## src/design/c8_pkg.sv

```systemverilog
`default_nettype none
// ----------------------------------------------------------------------------
// c8_pkg
// Shared types and constants for the CHIP-8 core.
// ----------------------------------------------------------------------------
package c8_pkg;

    typedef struct packed {
        logic [1:0]  mode;
        logic [11:0] address;
        logic [7:0]  write_data;
        logic [15:0] keys;
        logic [7:0]  rand_value;
    } c8_in_t;

    typedef struct packed {
        logic [11:0] program_counter;
        logic [15:0] fetched_opcode;
        logic [63:0] row_pixels;
        logic        sound_active;
        logic        waiting_key;
    } c8_out_t;

    localparam logic [1:0] MODE_WRITE   = 2'd0;
    localparam logic [1:0] MODE_RUN     = 2'd1;
    localparam logic [1:0] MODE_READ    = 2'd2;
    localparam logic [1:0] MODE_RESTART = 2'd3;

    localparam logic CFG_START = 1'b0;
    localparam logic CFG_FONT  = 1'b1;

    // datapath commands
    localparam logic [3:0] CMD_NONE      = 4'd0;
    localparam logic [3:0] CMD_MEMWR     = 4'd1;  // host byte write
    localparam logic [3:0] CMD_RDROW     = 4'd2;
    localparam logic [3:0] CMD_RESTART   = 4'd3;
    localparam logic [3:0] CMD_FETCH_HI  = 4'd4;  // issue read pc
    localparam logic [3:0] CMD_FETCH_LO  = 4'd5;  // latch hi, read pc+1
    localparam logic [3:0] CMD_DECODE    = 4'd6;  // latch lo, pc += 2
    localparam logic [3:0] CMD_EXEC      = 4'd7;  // single step instructions
    localparam logic [3:0] CMD_CLS       = 4'd8;  // clear one row (step)
    localparam logic [3:0] CMD_SPR_RD    = 4'd9;  // read sprite byte (step)
    localparam logic [3:0] CMD_SPR_DRAW  = 4'd10; // draw one pixel (step)
    localparam logic [3:0] CMD_BCD       = 4'd11; // write one digit (step)
    localparam logic [3:0] CMD_STORE     = 4'd12; // write Vstep
    localparam logic [3:0] CMD_LOAD_RD   = 4'd13; // read I+step
    localparam logic [3:0] CMD_LOAD_WR   = 4'd14; // latch into Vstep-1
    localparam logic [3:0] CMD_FINISH    = 4'd15; // timers, result

    typedef struct packed {
        logic [3:0] cmd;
        logic [4:0] step;
        logic [2:0] col;
    } c8_ctl_t;

    typedef struct packed {
        logic [15:0] opcode;
    } c8_sts_t;

endpackage : c8_pkg
`default_nettype wire

```

## src/design/c8_control.sv

```systemverilog
`default_nettype none
// ----------------------------------------------------------------------------
// c8_control
// Sequencer: walks each run transaction through fetch, execute and its loops.
// ----------------------------------------------------------------------------
module c8_control
    import c8_pkg::*;
(
    input  wire logic    clk,
    input  wire logic    rst_n,
    input  wire logic    in_valid,
    output logic         in_stall,
    input  wire logic [1:0] in_mode,
    input  wire c8_sts_t sts,
    output c8_ctl_t      ctl,
    output logic         out_valid,
    input  wire logic    out_stall
);

    localparam logic [3:0] S_IDLE   = 4'd0;
    localparam logic [3:0] S_FLO    = 4'd1;
    localparam logic [3:0] S_DEC    = 4'd2;
    localparam logic [3:0] S_EXEC   = 4'd3;
    localparam logic [3:0] S_CLS    = 4'd4;
    localparam logic [3:0] S_SPRRD  = 4'd5;
    localparam logic [3:0] S_SPRWT  = 4'd6;
    localparam logic [3:0] S_DRAW   = 4'd7;
    localparam logic [3:0] S_BCD    = 4'd8;
    localparam logic [3:0] S_STORE  = 4'd9;
    localparam logic [3:0] S_LDRD   = 4'd10;
    localparam logic [3:0] S_LDWR   = 4'd11;
    localparam logic [3:0] S_FIN    = 4'd12;
    localparam logic [3:0] S_OUT    = 4'd13;

    logic [3:0] state_reg, state_next;
    logic [4:0] step_reg, step_next;
    logic [2:0] col_reg, col_next;
    logic       accept;
    logic [15:0] op;

    assign op        = sts.opcode;
    assign out_valid = (state_reg == S_OUT);
    assign in_stall  = !(state_reg == S_IDLE || (state_reg == S_OUT && !out_stall));
    assign accept    = in_valid && !in_stall;

    always_comb
    begin
        state_next = state_reg;
        step_next  = step_reg;
        col_next   = col_reg;
        ctl.cmd    = CMD_NONE;
        ctl.step   = step_reg;
        ctl.col    = col_reg;
        if (state_reg == S_OUT && !out_stall)
            state_next = S_IDLE;
        case (state_reg)
            S_IDLE, S_OUT:
            begin
                if (accept)
                begin
                    step_next = 5'd0;
                    col_next  = 3'd0;
                    case (in_mode)
                        MODE_WRITE:   begin ctl.cmd = CMD_MEMWR;   state_next = S_OUT; end
                        MODE_READ:    begin ctl.cmd = CMD_RDROW;   state_next = S_OUT; end
                        MODE_RESTART: begin ctl.cmd = CMD_RESTART; state_next = S_OUT; end
                        default:      begin ctl.cmd = CMD_FETCH_HI; state_next = S_FLO; end
                    endcase
                end
            end
            S_FLO:
            begin
                ctl.cmd = CMD_FETCH_LO;
                state_next = S_DEC;
            end
            S_DEC:
            begin
                ctl.cmd = CMD_DECODE;
                state_next = S_EXEC;
            end
            S_EXEC:
            begin
                ctl.cmd = CMD_EXEC;
                state_next = S_FIN;
                if (op == 16'h00E0)
                    state_next = S_CLS;
                else if (op[15:12] == 4'hD && op[3:0] != 4'd0)
                    state_next = S_SPRRD;
                else if (op[15:12] == 4'hF && op[7:0] == 8'h33)
                    state_next = S_BCD;
                else if (op[15:12] == 4'hF && op[7:0] == 8'h55)
                    state_next = S_STORE;
                else if (op[15:12] == 4'hF && op[7:0] == 8'h65)
                    state_next = S_LDRD;
            end
            S_CLS:
            begin
                ctl.cmd = CMD_CLS;
                step_next = step_reg + 5'd1;
                if (step_reg == 5'd31)
                    state_next = S_FIN;
            end
            S_SPRRD:
            begin
                // memory read issued, data next cycle
                ctl.cmd = CMD_SPR_RD;
                state_next = S_SPRWT;
            end
            S_SPRWT:
            begin
                ctl.cmd = CMD_SPR_RD;
                state_next = S_DRAW;
            end
            S_DRAW:
            begin
                ctl.cmd = CMD_SPR_DRAW;
                col_next = col_reg + 3'd1;
                if (col_reg == 3'd7)
                begin
                    step_next = step_reg + 5'd1;
                    if (step_reg[3:0] + 4'd1 == op[3:0])
                        state_next = S_FIN;
                    else
                        state_next = S_SPRRD;
                end
            end
            S_BCD:
            begin
                ctl.cmd = CMD_BCD;
                step_next = step_reg + 5'd1;
                if (step_reg == 5'd2)
                    state_next = S_FIN;
            end
            S_STORE:
            begin
                ctl.cmd = CMD_STORE;
                step_next = step_reg + 5'd1;
                if (step_reg[3:0] == op[11:8])
                    state_next = S_FIN;
            end
            S_LDRD:
            begin
                ctl.cmd = CMD_LOAD_RD;
                step_next = step_reg + 5'd1;
                state_next = S_LDWR;
            end
            S_LDWR:
            begin
                ctl.cmd = CMD_LOAD_WR;
                if (step_reg[3:0] - 4'd1 == op[11:8])
                    state_next = S_FIN;
                else
                    state_next = S_LDRD;
            end
            S_FIN:
            begin
                ctl.cmd = CMD_FINISH;
                state_next = S_OUT;
            end
            default: state_next = S_IDLE;
        endcase
    end

    always_ff @(posedge clk or negedge rst_n)
    begin
        if (!rst_n)
        begin
            state_reg <= S_IDLE;
            step_reg  <= 5'd0;
            col_reg   <= 3'd0;
        end
        else
        begin
            state_reg <= state_next;
            step_reg  <= step_next;
            col_reg   <= col_next;
        end
    end

endmodule : c8_control
`default_nettype wire

```

## config.mk

```make
export PLATFORM = sky130hd
export DESIGN_NAME = c8_control
export DESIGN_NICKNAME = d
export VERILOG_FILES = /design/src/design/c8_pkg.sv /design/src/design/c8_control.sv
export SDC_FILE = /design/constraint.sdc
export NUM_CORES = 1
export LEC_CHECK = 0
export CAP_MARGIN = 10
export CORE_MARGIN = 10
export CORE_UTILIZATION = 50
export DETAILED_ROUTE_END_ITERATION = 6
export DONT_BUFFER_PORTS = 1
export GPL_ROUTABILITY_DRIVEN = 0
export PLACE_DENSITY_LB_ADDON = 0.12
export SLEW_MARGIN = 15
export SYNTH_ARGS = -nofsm -noshare
export SYNTH_HDL_FRONTEND = slang
export SYNTH_SLANG_ARGS = --single-unit
```

## constraint.sdc

```tcl
create_clock -name clk -period 1.9 [get_ports clk]
set_input_delay 0.38 -clock clk [delete_from_list [all_inputs] [get_ports clk]]
set_output_delay 0.38 -clock clk [all_outputs]
set_load 0.02 [all_outputs]
```

==> impl_metrics.yaml, run 1 <==
routing:
  first_iter_violations: 67
  routedWlPerCell_um: 16.10
  via_per_inst: 5.842
  totalWireLength_um: 3365
  dr_total_vias: 1221
  dr.pass1.iters: 4
  drtAntennaViolNets: 0
  drc_errors: 0
yosys:
  synth.net_count: 190
  synth_top_family_by_area: "simple AND/OR/NAND/NOR gates"
  yosysSeqAreaShare: 0.2335
  ys_types: 45
  synth_edf_count: 0
  yosys_warnings: 0
  synthSimpleGateAreaFrac: 0.3064
  avgSynthCellArea_um2: 8.090
  synth.cell_area_um2: 1286
  synth_compound_area_frac: 0.1877
  yosys.area.top_type: "dfrtp_1"
  synth-seq-cells: 12
  synth_fa_ha_area_frac: 0.08755
  synthMuxAreaShare: 0.02529
  async_flop_share: 1.000
  synthCells: 159
  synth.top_cell.area_share: 0.2335
  synthFlopType: "dfrtp_1"
  synthTopCellsByArea: "dfrtp_1, ha_1, xnor2_1, nand2_1, a21oi_1"
  synthXorXnorAreaFrac: 0.1021
cells_and_area:
  final_cell_mix: "buf_4, xnor2_1, nand2_1"
  antennaDiodeCount: 0
  final_layout_size_suffix_gt1_frac: 0.2570
  multiInputGateArea_um2: 945.9
  regArea_um2: 302.8
  final_util: 0.6308
  finish.instance_area_um2: 1563
  final_nets: 211
  largest_register_ffs: 5
  fillCellCount: 224
  layout_commonest_cell: "buf_4"
  area_delta_synth_final_pct: 21.50
setup_path:
  critical_path.max_fanout: 3
  crit_path_end_kind: "output port"
  path_class: "reg2out"
  cp-start-kind: "register"
  arrival_ns: 1.66
  slowest_delay_ns: 0.41
  cp_cell_sequence: "or3_4 > a21oi_4 > and2_4 > a221o_1"
  cp.required_ns: 1.52
  crit_path_top_delay_cell: "dfrtp_1"
placement:
  place_ws_ns: 0.05806
  placed_area_um2: 1445
  dp.final_hpwl_um: 2788
  portBuffers: 0
timing:
  fin_setup_tns_ns: -0.3429
  maxSlewViolCount: 0
  worstMarginPinSlew_ns: 0.5362
  timing.fmax_mhz: 490.6
  finalSetupViolCount: 4
  hold_violations: 0
  fin_skew_ns: 0.003181
  rsz0062_at_grt: "yes"
  fin_crit_ns: 2.038
  relSlewSlack: 0.6413
  fin_crit_sh: 1.073
  fin_ws_ns: -0.1383
cts:
  cts_tree: "yes"
  h-tree-depth: 1
  clockRootBuffer: "clkbuf_4"
  cts_buffer_depth: 2
  cts.sinks: 12
  cts_buffers: 3
  clkTransAtPathRegs_ns: 0.07
  insertion_delay_ns: 0.27
global_routing:
  grt_pass1_vias: 1291
  grt_use_total: 0.1361
  grt_pass1_wl_um: 5837
  grt_overflow_total: 0
  antenna_found_initial: 0
  grt_max_degree: 16
pwr:
  p_per_area_nw_per_um2: 1705
  max-vdd-ir-drop_uv: 1435
  power_mw: 2.665
  power_leakage_nw: 0.6531
floorplan:
  num_io_pins: 36
  die_h_um: 70.72
  die_area_um2: 5001
  initial_core_util: 0.5192
  num_rows: 18
  core_area_um2: 2477
  die_x_um: 70.72
outcome:
  status: "complete, but fails checks"
  violations: "negative setup slack"
worst_hold_path:
  min_path_type: "in2reg"
flow_run:
  maxCapViolCount: 0
-- layer usage --
layer,global-route usage,part of all wire
met5,0,0
met4,0.02796,0.0068
met3,0.06695,0.12
met2,0.2285,0.49
met1,0.1521,0.38
-- critical path: cells and delay by family (launching register included) --
family	cells	cell delay (ns)
compound gates	2	0.40
flops	1	0.41
simple gates	2	0.57
-- synth_stat cells, types with 2 or more instances --
master and instances:
buf_2 2, ha_1 9, dfrtp_1 12, nor3_1 8, xor2_1 3, o22ai_1 2, o211ai_1 4, nand4b_1 3
nand3b_1 2, nor2b_1 4, nand3_1 4, mux2_2 2, nor4_1 2, nor3b_1 4, nor2_1 10, inv_1 6
a21oi_1 11, a22o_1 4, clkbuf_1 6, nand2b_1 6, o21ai_0 4, nand4_1 3, xnor2_1 12, nand2_1 15
-- worst paths after layout --
kind,end,startpoint,depth (start not counted),slack (ns)
min reg2reg,col_reg[1],col_reg[1],3,0.61
min,col_reg[1],in_valid,3,0.34
max reg2reg,step_reg[0],state_reg[2],7,0.13
max,ctl[10],state_reg[2],4,-0.14
min in group asynchronous,step_reg[4],rst_n,1,0.52
max in group asynchronous,step_reg[0],rst_n,1,1.00
-- layout make-up --
class / instances / area share
Timing Repair Buffer: 26 / 0.1393
Inverter: 6 / 0.01441
Multi-Input combinational cell: 131 / 0.6053
Sequential cell: 12 / 0.1938
Tap cell: 30 / 0.02402
Clock buffer: 4 / 0.02322
-- report_power, final --
group          total [mW]  switching [mW]  internal (mW)
Combinational        1.97            1.04          0.925
Sequential          0.495           0.128          0.367
Clock               0.202          0.0852          0.117
-- timing repair --
item | in CTS | in global routing
gates resized for setup | 7 | 6
setup buffers | 3 | 1
cloned | 0 | 0
setup endpoints to repair | 3 | 7
hold buffers | 1 | 0
hold endpoints to repair | 12 | 0
pin swaps | 4 | 1
-- logic make-up (layout without fill, tap and decap cells) --
group | count (synthesis) | after routing
multiplexers | 3 | 3
AO/OA/AOI/OAI | 34 | 34
AND/OR/NAND/NOR | 70 | 70
flip-flops | 12 | 12
buffers and inverters | 16 | 36
adder cells (fa/ha/maj) | 9 | 9
XOR/XNOR | 15 | 15
-- stage by stage --
step | hold WS (ns) | std cells
2_1_floorplan | 0.08441 | 159
3_3_place_gp | 0.08479 | 200
3_5_place_dp | 0.08491 | 200
4_1_cts | 0.3284 | 208
5_1_grt | 0.3257 | 209
6_report | 0.3395 | 209
(Power assumes the default switching activity.)
==> inputs of run 2 (changes only) <==
- GPL_ROUTABILITY_DRIVEN: 0 -> unset
- clock period: 1.9 -> 1.7 ns (I/O delays scaled with it)
==> run 2 against run 1 <==
The flow still finishes with violations (negative setup slack). Non-clock buffer count up 16. Clock-buffer cell count did not move. Global-route usage increased by 0.22 points. Worst hold slack worse by 0.059 ns. Largest cell class unchanged. Largest power group unchanged.
==> impl_metrics.yaml, run 2 (synthesis results as in run 1) <==
outcome:
  status: "complete, but fails checks"
  violations: "negative setup slack"
cells_and_area:
  regArea_um2: 301.5
  final_cell_mix: "buf_4, nand2_1, dfrtp_1, xnor2_1, nor2_1"
  area_delta_synth_final_pct: 39.30
  layout_commonest_cell: "buf_4"
  largest_register_ffs: 5
  final_nets: 227
  antennaDiodeCount: 0
  final_util: 0.7232
  fin_cells: 225
  multiInputGateArea_um2: 1027
  fillCellCount: 192
  final_layout_size_suffix_gt1_frac: 0.3744
setup_path:
  slowest_delay_ns: 0.41
  cp-start-kind: "register"
  crit_path_top_delay_cell: "or3_4"
  arrival_ns: 1.66
  crit_family: "simple AND/OR/NAND/NOR gates"
  cp.required_ns: 1.36
  path_buf_inv: 0
  critical_path.max_fanout: 3
  r2r_start: "state_reg[3]"
  cp_cell_sequence: "or3_4 > a21oi_4 > and2_4 > a221o_1"
  crit_path_start: "state_reg[0]"
  path_class: "reg2out"
  crit_path_end_kind: "output port"
timing:
  timing.fmax_mhz: 499.1
  maxSlewViolCount: 0
  relSlewSlack: 0.6284
  fin_skew_ns: 0.01110
  worstMarginPinSlew_ns: 0.5555
  fin_setup_tns_ns: -1.344
  hold_violations: 0
  fin_ws_ns: -0.3036
  fin_crit_sh: 1.179
  rsz0062_at_grt: "yes"
  fin_crit_ns: 2.004
  finalSetupViolCount: 10
worst_hold_path:
  hp-start: "in_valid"
  min_path_type: "in2reg"
routing:
  first_iter_violations: 106
  drc_errors: 0
  dr_total_vias: 1319
  routedWlPerCell_um: 16.95
  totalWireLength_um: 3813
  via_per_inst: 5.862
  dr.pass1.iters: 4
  drtAntennaViolNets: 0
cts:
  clockRootBuffer: "clkbuf_4"
  cts_buffers: 3
  h-tree-depth: 1
  cts_buffer_depth: 2
  insertion_delay_ns: 0.28
  cts.sinks: 12
  cts_tree: "yes"
  clkTransAtPathRegs_ns: 0.08
floorplan:
  die_x_um: 70.72
  die_area_um2: 5001
  core_area_um2: 2477
  die_h_um: 70.72
  num_rows: 18
  initial_core_util: 0.5192
  num_io_pins: 36
placement:
  portBuffers: 0
  place_congestion: 0.8206
  dp.final_hpwl_um: 2912
  dp.cells: 205
global_routing:
  grt_overflow_total: 0
  grt_pass1_vias: 1290
  antenna_found_initial: 0
  grt_use_total: 0.1383
  grt_pass1_wl_um: 6044
  grt_max_degree: 15
pwr:
  max-vdd-ir-drop_uv: 1393
  power_leakage_nw: 0.7611
  p_per_area_nw_per_um2: 2003
flow_run:
  maxCapViolCount: 0
==> run 2: area by class of cell <==
class | instances | share of cell area
multi-input cells | 131 | 0.5733
repair buffers | 42 | 0.2046
flip-flops and latches | 12 | 0.1683
well taps | 30 | 0.02095
clock buffers | 4 | 0.02025
inverters | 6 | 0.01257
==> run 2: what timing repair did <==
item / CTS / global route
setup buffers: 2 / 14
resized for setup: 9 / 25
hold buffers: 1 / 0
hold endpoints to repair: 12 / 0
endpoints found under the setup margin: 6 / 16
pin swaps: 3 / 9
==> run 2: final timing paths <==
kind,end,slack (ns),cells past startpoint
worst max-delay path,ctl[10],-0.30,4
min in group asynchronous,col_reg[0],0.48,1
worst max register to register,step_reg[0],-0.09,8
worst min register to register,col_reg[1],0.60,3
worst min-delay path,col_reg[2],0.28,3
max in group asynchronous,step_reg[0],0.81,1
==> run 2: layer usage <==
layer	global-route usage	part of all wire
met1	0.1559	0.40
met2	0.2354	0.51
met3	0.05858	0.079
met4	0.03226	0.011
met5	0	0
==> run 2: metrics by stage <==
stage	setup slack (ns)	instance area (um2)	total power [mW]	hold WS, ns
after floorplan	-0.06424	1335	2.104	0.04441
after global placement	0.05242	1506	2.688	0.04479
after detailed placement	0.03174	1506	2.740	0.04477
after CTS	-0.2634	1598	3.113	0.2840
after global routing	-0.3523	1792	3.855	0.2935
final	-0.3036	1792	3.589	0.2807
==> run 2: tightest hold or removal path, delay by kind of cell <==
| family | cells | cell delay (ns) |
|---|---|---|
| and+or+nand+nor | 2 | 0.13 |
| AOI/OAI and AO/OA | 1 | 0.06 |
==> run 2: where the power goes <==
group	switching (mW)	internal [mW]	total, mW
clock network	0.0984	0.130	0.229
registers	0.126	0.409	0.535
logic	1.39	1.43	2.82
